`src/sv/glyph_outline_3x3_assert.svh`:
```
// Assertion macros shared by the outline block.
// Clocked concurrent checks with a synchronous reset that disables them.
`ifndef GLYPH_OUTLINE_3X3_ASSERT_SVH
`define GLYPH_OUTLINE_3X3_ASSERT_SVH

// The consequent must hold in the same cycle as the antecedent.
`define GLO_ASSERT_NOW(label, clk, rst, ante, cons, msg) \
  label: assert property (@(posedge clk) disable iff (rst) (ante) |-> (cons)) \
    else $error(msg);

// The consequent must hold in the cycle after the antecedent.
`define GLO_ASSERT_NEXT(label, clk, rst, ante, cons, msg) \
  label: assert property (@(posedge clk) disable iff (rst) (ante) |=> (cons)) \
    else $error(msg);

`endif

```
`src/sv/glo_line_ram.sv`:
```
// Single-port line memory, read-before-write, registered read data.
// No dependencies.
module glo_line_ram #(
  parameter int DATA_W = 1,
  parameter int DEPTH  = 4,
  localparam int ADDR_W = $clog2(DEPTH)
) (
  input  logic              clk,
  input  logic              en,
  input  logic [ADDR_W-1:0] addr,
  input  logic [DATA_W-1:0] wdata,
  output logic [DATA_W-1:0] rdata
);

  logic [DATA_W-1:0] mem [DEPTH];

  // The read returns the entry as it stood before this write.
  always_ff @(posedge clk) begin
    if (en) begin
      rdata     <= mem[addr];
      mem[addr] <= wdata;
    end
  end

endmodule

```
`config.mk`:
```
export PLATFORM = sky130hd
export DESIGN_NAME = glo_line_ram
export DESIGN_NICKNAME = d
export VERILOG_FILES = /design/src/sv/glyph_outline_3x3_assert.svh /design/src/sv/glo_line_ram.sv
export SDC_FILE = /design/constraint.sdc
export NUM_CORES = 1
export LEC_CHECK = 0
export BUFFER_PORTS_ARGS = -buffer_cell sky130_fd_sc_hd__buf_2
export CAP_MARGIN = 25
export CORE_AREA = 2 2 39 41
export DETAILED_ROUTE_END_ITERATION = 10
export DIE_AREA = 0 0 41 43
export GPL_TIMING_DRIVEN = 0
export HOLD_SLACK_MARGIN = 0.03
export SYNTH_ARGS = -nofsm -noshare
export SYNTH_HDL_FRONTEND = slang
export SYNTH_SLANG_ARGS = --single-unit
```
`constraint.sdc`:
```
create_clock -name clk -period 2.45 [get_ports clk]
set_input_delay 0.3675 -clock clk [delete_from_list [all_inputs] [get_ports clk]]
set_output_delay 0.3675 -clock clk [all_outputs]
set_load 0.02 [all_outputs]
```
**Yosys cells after proc, flatten, opt, wreduce, memory -nomap -nowiden**

Memories as Yosys holds them, arrays and structs flattened. A register that Yosys moved wholly into a read port is not among the register bits.
Cells that the tools add are included.

- Output and inout bits: 1
- Memories kept: 1
- Word-level logic and storage cells: 3
- Memory bits (writable): 4
- Flip-flop bits (word level): 0

- Multiplexer cells: 2

Memories:

| memory | words | width | read ports | clocked after Yosys merged registers in | wr ports | line | source |
|---|---|---|---|---|---|---|---|
| mem | 4 | 1 | 1 | 1 | 1 | glo_line_ram.sv:15 | `logic [DATA_W-1:0] mem [DEPTH];` |

Operators by type and width:

| kind | number |
|---|---|
| 2-to-1 mux 1 bit | 2 |

**Depth between registers and ports, before layout**

- Depth in word-level cells: 2
- Gate-level depth with buffers: 1
- Mapped depth without buffers: 1

**Least setup slack after synthesis**

No wires, ideal clock.

- Path type: in2reg
- Start: input port addr[0]
- End: register rdata (read register of mem), data pin
- Arrival time: 0.820 ns
- Setup time: 0.272 ns
- Data required time: 2.178 ns
- Stages on the path: 1
- Path slack: 1.358 ns
- Cells stage by stage: mux4_2

RTL lines:

| what | line | source |
|---|---|---|
| from (decl) | glo_line_ram.sv:10 | `input logic [ADDR_W-1:0] addr,` |
| to (decl) | glo_line_ram.sv:12 | `output logic [DATA_W-1:0] rdata` |

No word-level cell between the ends.

**Worst setup path after layout**

- Start: register rdata (read register of mem)
- End: output port rdata

No word-level cell between the ends.

==> impl_metrics.csv <==
group,metric,value,unit
die,initial_core_util,15.0,%
route,num_vias,127,
worst_setup_path,crit_fanout,1,
route,ant_nets,0,
cts,cts.clk_slew.worst_paths,0.04,ns
cts,postCtsSetupBuffers,0,
placement,place.detailed.hpwl,235,um
global_routing,globalRouteTotalUtil,4.58,%
sta,finalSetupViolCount,0,
die,rows,14,
power_and_ir_drop,vdd_drop_max,0.271,mV
sta,finalCriticalPeriod,1.12,ns
global_routing,grt_pass1_vias,134,
route,viasPerCell,3.63,
layout,utilization,20.2,%
worst_setup_path,cp-start-kind,"register",
worst_setup_path,crit_family,"flip-flops",
die,design.core.area,1380,um^2
synthesis,yosysUniqueCellTypes,5,
synthesis,synth_edf_count,5,
worst_setup_path,required,2.08,ns
worst_setup_path,critPathCaptureType,"output port",
layout,multi_input_area,57.6,um^2
route,wire_per_inst,8.49,um
min_path,min_from,"wdata",
power_and_ir_drop,p_total,0.000207,W
worst_setup_path,cp_slowest_cell,"edfxtp_1",
synthesis,yosys_warnings,0,
min_path,hp-class,"primary input to register",
cts,ctsResizeCount,0,
sta,max-slew-margin-rel,87.2,%
layout,seqCellArea,150,um^2
synthesis,syn_area_per_cell,20.8,um^2
flow_run,drv_cap,0,
global_routing,grt_pass1_wl,496,um
placement,place_area,253,um^2
global_routing,grt_max_degree,6,
synthesis,yosysTopAreaCell,"edfxtp_1",
cts,worst_skew_pair.late_latency,0.24,ns
synthesis,async_reset_ff_share,0,%
sta,worst_pin_slew,0.192,ns
layout,nets,25,
cts,cts_sinks,5,
die,die_area,1760,um^2
sta,hold_viol,0,
power_and_ir_drop,p_leak,0.107,nW
cts,cts_hold_buf,0,
cts,cts_tree,"yes",
sta,final_max_slew_viol_count,0,
synthesis,ys_ff_latch,5,
cts,cts_buffer_depth,2,
global_routing,antenna_found_initial,0,
synthesis,synth_area_leaders,"edfxtp_1 72%, mux4_2 11%, and3b_2 9.6%, and3_2 3.6%, nor3b_1 3.6%",
outcome,status,"finished clean",
power_and_ir_drop,power_density,741,nW/um^2
synthesis,synthCells,10,
sta,fmax,894,MHz
global_routing,overflow,0,
route,wl,297,um
sta,holdWs,0.346,ns
synthesis,synth_nets,15,
worst_setup_path,r2r_slack,1.37,ns
die,die_y,43,um
worst_setup_path,timing.rr.start,"mem[2]",
die,die_w,41,um
sta,totalNegativeSetupSlack,0,ns
cts,clock-root-buffer,"clkbuf_4",
sta,min_period_over_period,45.6,%
layout,n_antenna_cell,0,
worst_setup_path,cp_cell_sequence,"buf_2",
synthesis,synthTopCellsByCount,"5 x edfxtp_1, 2 x and3b_2, 1 x and3_2, 1 x mux4_2, 1 x nor3b_1",
sta,rsz0062_at_grt,"no",
route,drtIter0Drc,4,
synthesis,synth_flop_cell,"edfxtp_1",
sta,finalClockSkew,0.00214,ns
cts,cts_buffers,3,
die,num_io_pins,6,
route,first_pass_iters,3,
layout,area_delta_synth_final,34.3,%
worst_setup_path,cp_num_buf_inv,1,
cts,htreeDepth,1,
layout,stdcell_area,279,um^2
worst_setup_path,critPathKind,"register to output port",
route,drc,0,
synthesis,synth_top_area_share,72.3,%
layout,drive_gt1_share,63.2,%
worst_setup_path,slowest_delay,0.35,ns
synthesis,netlist_area,208,um^2
worst_setup_path,startpoint,"rdata",
placement,routabilityCongestion,0.598,
layout,nFillCells,140,
placement,io_buffers,5,
worst_setup_path,crit_arrival,0.75,ns
synthesis,synth-seq-area-share,72.3,%
synthesis,yosysMostFrequentCell,"edfxtp_1",
## path summary, 6_finish.rpt
path	endpoint	depth (start not counted)
worst min-delay path	mem[1]	1
worst max-delay path	rdata	1
worst max register to register	rdata	1
worst min register to register	rdata	1
## report_power, final
group | internal (W) | switching (W) | leakage (nW) | total (W)
sequential | 0.0000999 | 0.00000105 | 0.0465 | 0.000101
clock | 0.0000613 | 0.0000298 | 0.0150 | 0.0000911
combinational | 0.00000762 | 0.00000710 | 0.0456 | 0.0000147
total | 0.000169 | 0.0000379 | 0.107 | 0.000207
## cell type report
cell class / instances / share of cell area [%]
clock buffer: 4 / 9.42
multi-input combinational: 5 / 20.6
tap: 16 / 7.17
sequential: 5 / 53.8
timing repair buffer: 5 / 8.97
## cell families after synthesis
family / count (synthesis) / synth area share (%)
flops: 5 / 72.3
mux: 1 / 10.8
simple gates: 4 / 16.9
## placed cells by master (no fill, tap or decap), drive strengths merged
master / n
nor3b: 1
buf: 5
and3: 1
clkbuf: 4
and3b: 2
mux4: 1
edfxtp: 5
## flip-flops by register name, summed over array words and instances (netlist names)
signal  cells
rdata       1
mem         4
## routing by layer
| metal | vias up | GRT usage [%] | wire, um |
|---|---|---|---|
| li1 | 60 | - | - |
| met2 | 6 | 5.94 | 165 |
| met1 | 61 | 4.70 | 107 |
| met4 | 0 | 4.00 | 0 |
| met5 | - | 0 | 0 |
| met3 | 0 | 3.14 | 24 |
## through the flow
stage	cells	setup slack, ns
after floorplan	10	1.36
after global routing	35	1.30
after CTS	35	1.31
after detailed placement	31	1.18
final	35	1.33
after global placement	31	1.21
Power figures use the tool's default switching activity.
