`config.mk`:
```
export PLATFORM = sky130hd
export DESIGN_NAME = glo_raster
export DESIGN_NICKNAME = d
export VERILOG_FILES = /design/src/sv/glyph_outline_3x3_assert.svh /design/src/sv/glo_pkg.sv /design/src/sv/glo_raster.sv
export SDC_FILE = /design/constraint.sdc
export NUM_CORES = 1
export LEC_CHECK = 0
export BUFFER_PORTS_ARGS = -buffer_cell sky130_fd_sc_hd__buf_2
export CAP_MARGIN = 20
export CORE_MARGIN = 2
export CORE_UTILIZATION = 44
export CTS_BUF_LIST = sky130_fd_sc_hd__clkbuf_16
export CTS_CLUSTER_SIZE = 24
export DETAILED_ROUTE_END_ITERATION = 8
export PLACE_DENSITY = 0.64
export SLEW_MARGIN = 10
export SYNTH_ARGS = -nofsm -noshare
export SYNTH_HDL_FRONTEND = slang
export SYNTH_SLANG_ARGS = --single-unit
```
`constraint.sdc`:
```
create_clock -name clk -period 4.5 [get_ports clk]
set_input_delay 0.45 -clock clk [delete_from_list [all_inputs] [get_ports clk]]
set_output_delay 0.45 -clock clk [all_outputs]
set_load 0.02 [all_outputs]
```
`src/sv/glyph_outline_3x3_assert.svh`:
```
// Assertion macros shared by the outline block.
// Clocked concurrent checks with a synchronous reset that disables them.
`ifndef GLYPH_OUTLINE_3X3_ASSERT_SVH
`define GLYPH_OUTLINE_3X3_ASSERT_SVH

// The consequent must hold in the same cycle as the antecedent.
`define GLO_ASSERT_NOW(label, clk, rst, ante, cons, msg) \
  label: assert property (@(posedge clk) disable iff (rst) (ante) |-> (cons)) \
    else $error(msg);

// The consequent must hold in the cycle after the antecedent.
`define GLO_ASSERT_NEXT(label, clk, rst, ante, cons, msg) \
  label: assert property (@(posedge clk) disable iff (rst) (ante) |=> (cons)) \
    else $error(msg);

`endif

```
`src/sv/glo_pkg.sv`:
```
// Shared types and constants for the glyph outline block.
// No dependencies; the other files that use it refer to it by scoped names.
package glo_pkg;

  localparam int CHAN_W    = 8;
  localparam int COLOR_W   = 3 * CHAN_W;
  localparam int CFG_DIM_W = 9;
  localparam int REG_IDX_W = 3;

  // Configuration register indexes.
  localparam logic [REG_IDX_W-1:0] REG_BG_COLOR       = 3'd0;
  localparam logic [REG_IDX_W-1:0] REG_OUTLINE_COLOR  = 3'd1;
  localparam logic [REG_IDX_W-1:0] REG_OUTLINE_ENABLE = 3'd2;
  localparam logic [REG_IDX_W-1:0] REG_IMAGE_WIDTH    = 3'd3;
  localparam logic [REG_IDX_W-1:0] REG_IMAGE_HEIGHT   = 3'd4;

  // Position information for one pixel, produced by the raster counters.
  typedef struct packed {
    logic emit;
    logic last;
    logic top_ok;
    logic bot_ok;
    logic left_ok;
    logic right_ok;
  } scan_ctrl_t;

endpackage

```
`src/sv/glo_raster.sv`:
```
// Raster position counters for the incoming and the emitted pixel.
// Depends on glo_pkg for the position struct.
module glo_raster #(
  parameter int MAX_WIDTH  = 256,
  parameter int MAX_HEIGHT = 256,
  localparam int COL_W  = $clog2(MAX_WIDTH),
  localparam int DIM_W  = $clog2(MAX_WIDTH + 1),
  localparam int HDIM_W = $clog2(MAX_HEIGHT + 1)
) (
  input  logic                clk,
  input  logic                rst,
  input  logic                adv,
  input  logic [DIM_W-1:0]    w_eff,
  input  logic [HDIM_W-1:0]   h_eff,
  output logic [COL_W-1:0]    col,
  output glo_pkg::scan_ctrl_t ctrl
);

  localparam int ROW_W = $clog2(MAX_HEIGHT + 2);
  localparam int CW    = DIM_W + 1;
  localparam int RCW   = ROW_W + 1;

  logic [COL_W-1:0]  in_col;
  logic [ROW_W-1:0]  in_row;
  logic [COL_W-1:0]  out_col;
  logic [HDIM_W-1:0] out_row;

  logic in_col_end;
  logic out_col_end;
  logic out_row_end;

  always_comb begin
    in_col_end    = (CW'(in_col) + CW'(1)) >= CW'(w_eff);
    out_col_end   = (CW'(out_col) + CW'(1)) >= CW'(w_eff);
    out_row_end   = (RCW'(out_row) + RCW'(1)) >= RCW'(h_eff);
    // A result leaves once the window below the centre pixel has arrived.
    ctrl.emit     = (in_row >= ROW_W'(2)) || ((in_row == ROW_W'(1)) && (in_col != '0));
    ctrl.last     = ctrl.emit && out_row_end && out_col_end;
    ctrl.top_ok   = out_row != '0;
    ctrl.bot_ok   = !out_row_end;
    ctrl.left_ok  = out_col != '0;
    ctrl.right_ok = !out_col_end;
    col           = in_col;
  end

  always_ff @(posedge clk) begin
    if (rst) begin
      in_col  <= '0;
      in_row  <= '0;
      out_col <= '0;
      out_row <= '0;
    end else if (adv) begin
      if (ctrl.last) begin
        in_col  <= '0;
        in_row  <= '0;
        out_col <= '0;
        out_row <= '0;
      end else begin
        if (in_col_end) begin
          in_col <= '0;
          in_row <= in_row + ROW_W'(1);
        end else begin
          in_col <= in_col + COL_W'(1);
        end
        if (ctrl.emit) begin
          if (out_col_end) begin
            out_col <= '0;
            out_row <= out_row + HDIM_W'(1);
          end else begin
            out_col <= out_col + COL_W'(1);
          end
        end
      end
    end
  end

endmodule

```
Yosys cells after proc, flatten, opt, wreduce, memory -nomap -nowiden
Index checks and enable logic that the tools add are counted.
Storage, ports and cells
  register bits after elaboration: 34
  logic and storage cells: 41
Operators by class
  $add $sub $neg: 7
  $lt $le $gt $ge: 4
  equal/unequal tests: 1
  mux-type cells: 10
  reductions and logical operators: 15
Operator list (number)
  $mux 9: 5
  $mux 8: 5
  $add 8x1->9 const B: 2
  $add 9x1->9 const B: 2
  $ge 9x9->1: 2
  $add 8x1->8 const B: 2
  $reduce_bool 8->1: 2
  $add 9x1->10 const B: 1
  $ge 10x9->1: 1
  $eq 9x1->1 const B: 1
  $ge 9x2->1 const B: 1
  $reduce_bool 9->1: 1
  $reduce_bool 2->1: 3
  $reduce_and 2->1: 2
  $logic_and 1x1->1: 3
  $reduce_and 3->1: 1
  $logic_not 1->1: 2
  $logic_or 1x1->1: 1

Logic depth before layout (Yosys ltp)
  depth in word-level cells: 7
  depth in mapped cells: 13

Worst setup path after synthesis
No wires, ideal clock.
  kind: register to output
  start: register out_col[0]
  end: output ctrl[4] in the netlist's numbering
  arrival: 2.559 ns
  data required time: 4.050 ns
  path slack: 1.491 ns
  cell stages (with the launch flop): 11
  path buffers: 0
  cells stage by stage: dfxtp_1 -> ha_1 -> and3_1 -> and3_1 -> xor2_1 -> ha_1 -> a21o_1 -> a21o_1 -> a221o_1 -> o21ai_2 -> nor2_1
RTL lines
  from (decl): line glo_raster.sv:25  | logic [COL_W-1:0] out_col;
  from (signal assigned): line glo_raster.sv:70  | out_col <= out_col + COL_W'(1);
  to (decl): line glo_raster.sv:16  | output glo_pkg::scan_ctrl_t ctrl

==> results.sh <==
export IMPL_rows=28
export IMPL_wl_per_cell_um=13.34
export IMPL_vias_per_cell=5.404
export IMPL_hold_violations=0
export IMPL_fin_cells=448
export IMPL_nets=429
export IMPL_htree_levels=2
export IMPL_numCtsBuffers=5
export IMPL_post_cts_buffers=0
export IMPL_reg2reg_slack_ns=1.05
export IMPL_antenna_left=0
export IMPL_yosysSeqAreaShare=0.2523
export IMPL_crit_type="reg2out"
export IMPL_grt_use_total=0.1924
export IMPL_synth_compound_area_frac=0.1897
export IMPL_timing_setup_tns_ns=0
export IMPL_synth_top_cell_by_area="dfxtp_1"
export IMPL_pin_count=35
export IMPL_nFillCells=580
export IMPL_synth_fp_nets=400
export IMPL_power_mw=0.7453
export IMPL_hold_class="reg2reg"
export IMPL_grt_pass1_vias=2210
export IMPL_min_path_cells=2
export IMPL_slew_viol_final=0
export IMPL_synth_xor_area_frac=0.08766
export IMPL_via_count=2421
export IMPL_drv_cap=0
export IMPL_fin_skew_ns=0.008823
export IMPL_clockBufferDepth=2
export IMPL_core_area_mm2=0.005921
export IMPL_synthCells=343
export IMPL_rsz0062_at_grt="no"
export IMPL_synthSimpleGateAreaFrac=0.2277
export IMPL_ctsHoldBuffers=0
export IMPL_muxShareOfSynthArea=0.007421
export IMPL_overflow=0
export IMPL_portBuffers=34
export IMPL_synth_area_mm2=0.002698
export IMPL_drtIter0Drc=158
export IMPL_place_congestion=0.8207
export IMPL_drcViolationCount=0
export IMPL_crit_fanout=10
export IMPL_leakagePower_nw=1.420
export IMPL_synth_distinct_cells=50
export IMPL_reg2reg_depth=11
export IMPL_arrival_ns=3.22
export IMPL_cp_required_ns=4.05
export IMPL_synth_top_area_share=0.2523
export IMPL_fp_dieW_um=82.30
export IMPL_antenna_found_initial=0
export IMPL_ff_latch_area_um2=680.7
export IMPL_async_flop_share=0
export IMPL_clk_insertion_delay_late_ns=0.28
export IMPL_relSlewSlack=0.5051
export IMPL_cts_tree="done"
export IMPL_dp_hpwl_um=4546
export IMPL_die_area_mm2=0.006773
export IMPL_start_kind="flop"
export IMPL_detail_route_first_pass_iterations=4
export IMPL_drt_total_wl_um=5977
export IMPL_syn2layout_area_growth_pct=13.73
export IMPL_synthAdderAreaFrac=0.1670
export IMPL_synth_edf_count=0
export IMPL_grt_pass1_wl_um=10180
export IMPL_tightest_slew_ns=0.7374
export IMPL_finalSetupViolCount=0
export IMPL_fmax_ghz=0.2728
export IMPL_synthTopCellsByArea="dfxtp_1 25%, ha_1 17%, xor2_1 5.5%, a21oi_1 5.4%, nand2_1 4.7%"
export IMPL_drive_gt1_frac=0.1314
export IMPL_powerDensity_mw_per_mm2=242.9
export IMPL_outcome="finished clean"
export IMPL_ctsResizeCount=0
export IMPL_synth_top_family_by_area="simple AND/OR/NAND/NOR gates"
export IMPL_root_buffer="clkbuf_16"
export IMPL_ir_drop_v=0.0001820
export IMPL_clkTransAtPathRegs_ns=0.06
export IMPL_die_h_um=82.30
export IMPL_yosys_warnings=0
export IMPL_multi_input_area_mm2=0.001833
export IMPL_place_inst=440
export IMPL_fin_crit_sh=0.8145
export IMPL_diodes=0
export IMPL_syn_avg_cell_area_um2=7.865
export IMPL_grt_max_degree=29
export IMPL_initial_core_util=0.4556
export IMPL_synth_main_ff_cell="dfxtp_1"
export IMPL_ys_seq_elements=34
export IMPL_crit_path_end_kind="output pin"
export IMPL_cts_sinks=34
export IMPL_period_minus_slack_ns=3.665
-- power breakdown --
part           total (mW)  internal, mW  switching [mW]
Clock               0.388         0.259           0.129
Combinational      0.0530        0.0208          0.0323
Sequential          0.305         0.303         0.00203
Total               0.745         0.582           0.163
-- kinds of logic (layout without fill, tap and decap cells) --
| family | count (synthesis) | after routing |
|---|---|---|
| flip-flops | 34 | 34 |
| buffers and inverters | 45 | 75 |
| multiplexers | 2 | 2 |
| adder cells (fa/ha/maj) | 36 | 36 |
| XOR/XNOR | 27 | 27 |
| AO/OA/AOI/OAI | 79 | 79 |
| AND/OR/NAND/NOR | 120 | 120 |
-- worst paths after layout --
check                           startpoint          to
worst min-delay path             in_row[8]   in_row[8]
worst max-delay path            out_col[0]     ctrl[4]
worst min register to register   in_row[8]   in_row[8]
worst max register to register  out_col[0]  out_col[3]
-- area by class of cell --
cell class,instances,area share
flip-flops and latches,34,0.2219
clock inverters,3,0.01346
clock buffers,5,0.04078
multi-input cells,264,0.5975
repair buffers,34,0.05546
well taps,75,0.03059
inverters,33,0.04038
-- critical path, cell delays in order (launching register included) --
cell and delay, ns:
dfxtp_1 0.41, ha_1 0.24, and3_1 0.22, and3_1 0.22
xor2_1 0.16, ha_1 0.27, a21o_1 0.17, a21o_1 0.17
a221o_1 0.41, o21ai_2 0.37, nor2_1 0.13, buf_2 0.18
-- routing by layer --
layer,wire [um],track usage
met1,2917,0.2502
met2,2788,0.3290
met3,199,0.03370
met4,72,0.04667
met5,0,0
-- state kept, by name (all words and copies together) (netlist names) --
name,count
col,8
out_row,9
in_row,9
out_col,8
-- stage by stage --
stage | utilization | hold WS (ns) | area [um^2] | setup WS (ns)
after floorplan | - | 0.4520 | 2698 | 1.491
after global placement | 0.4901 | 0.4729 | 2902 | 1.145
after detailed placement | 0.4901 | 0.4796 | 2902 | 1.011
after CTS | 0.5182 | 0.4879 | 3068 | 0.8247
after global routing | 0.5182 | 0.5288 | 3068 | 0.6488
final | 0.5182 | 0.4854 | 3068 | 0.8349
-- synth_stat cells, types with 6 or more instances --
cell type	count
o21ai_1	7
nand4_1	6
nor2_1	22
dfxtp_1	34
ha_1	36
a21oi_1	29
xnor2_1	10
or3_1	6
nand2_1	34
xor2_1	17
and3_1	8
inv_1	31
clkbuf_1	6
nand2b_1	6
o21ai_0	10
nand3_1	15
-- cells in the final DEF, fill, tap and decap left out, types with 7 or more instances in the layout --
cell type,count
nor2_1,22
dfxtp_1,34
nand3_1,15
buf_2,34
xnor2_1,10
o21ai_0,10
and3_1,8
a21oi_1,29
inv_1,32
o21ai_1,7
nand2_1,34
xor2_1,17
ha_1,36
Note: power is estimated with default switching activity, not from simulation.
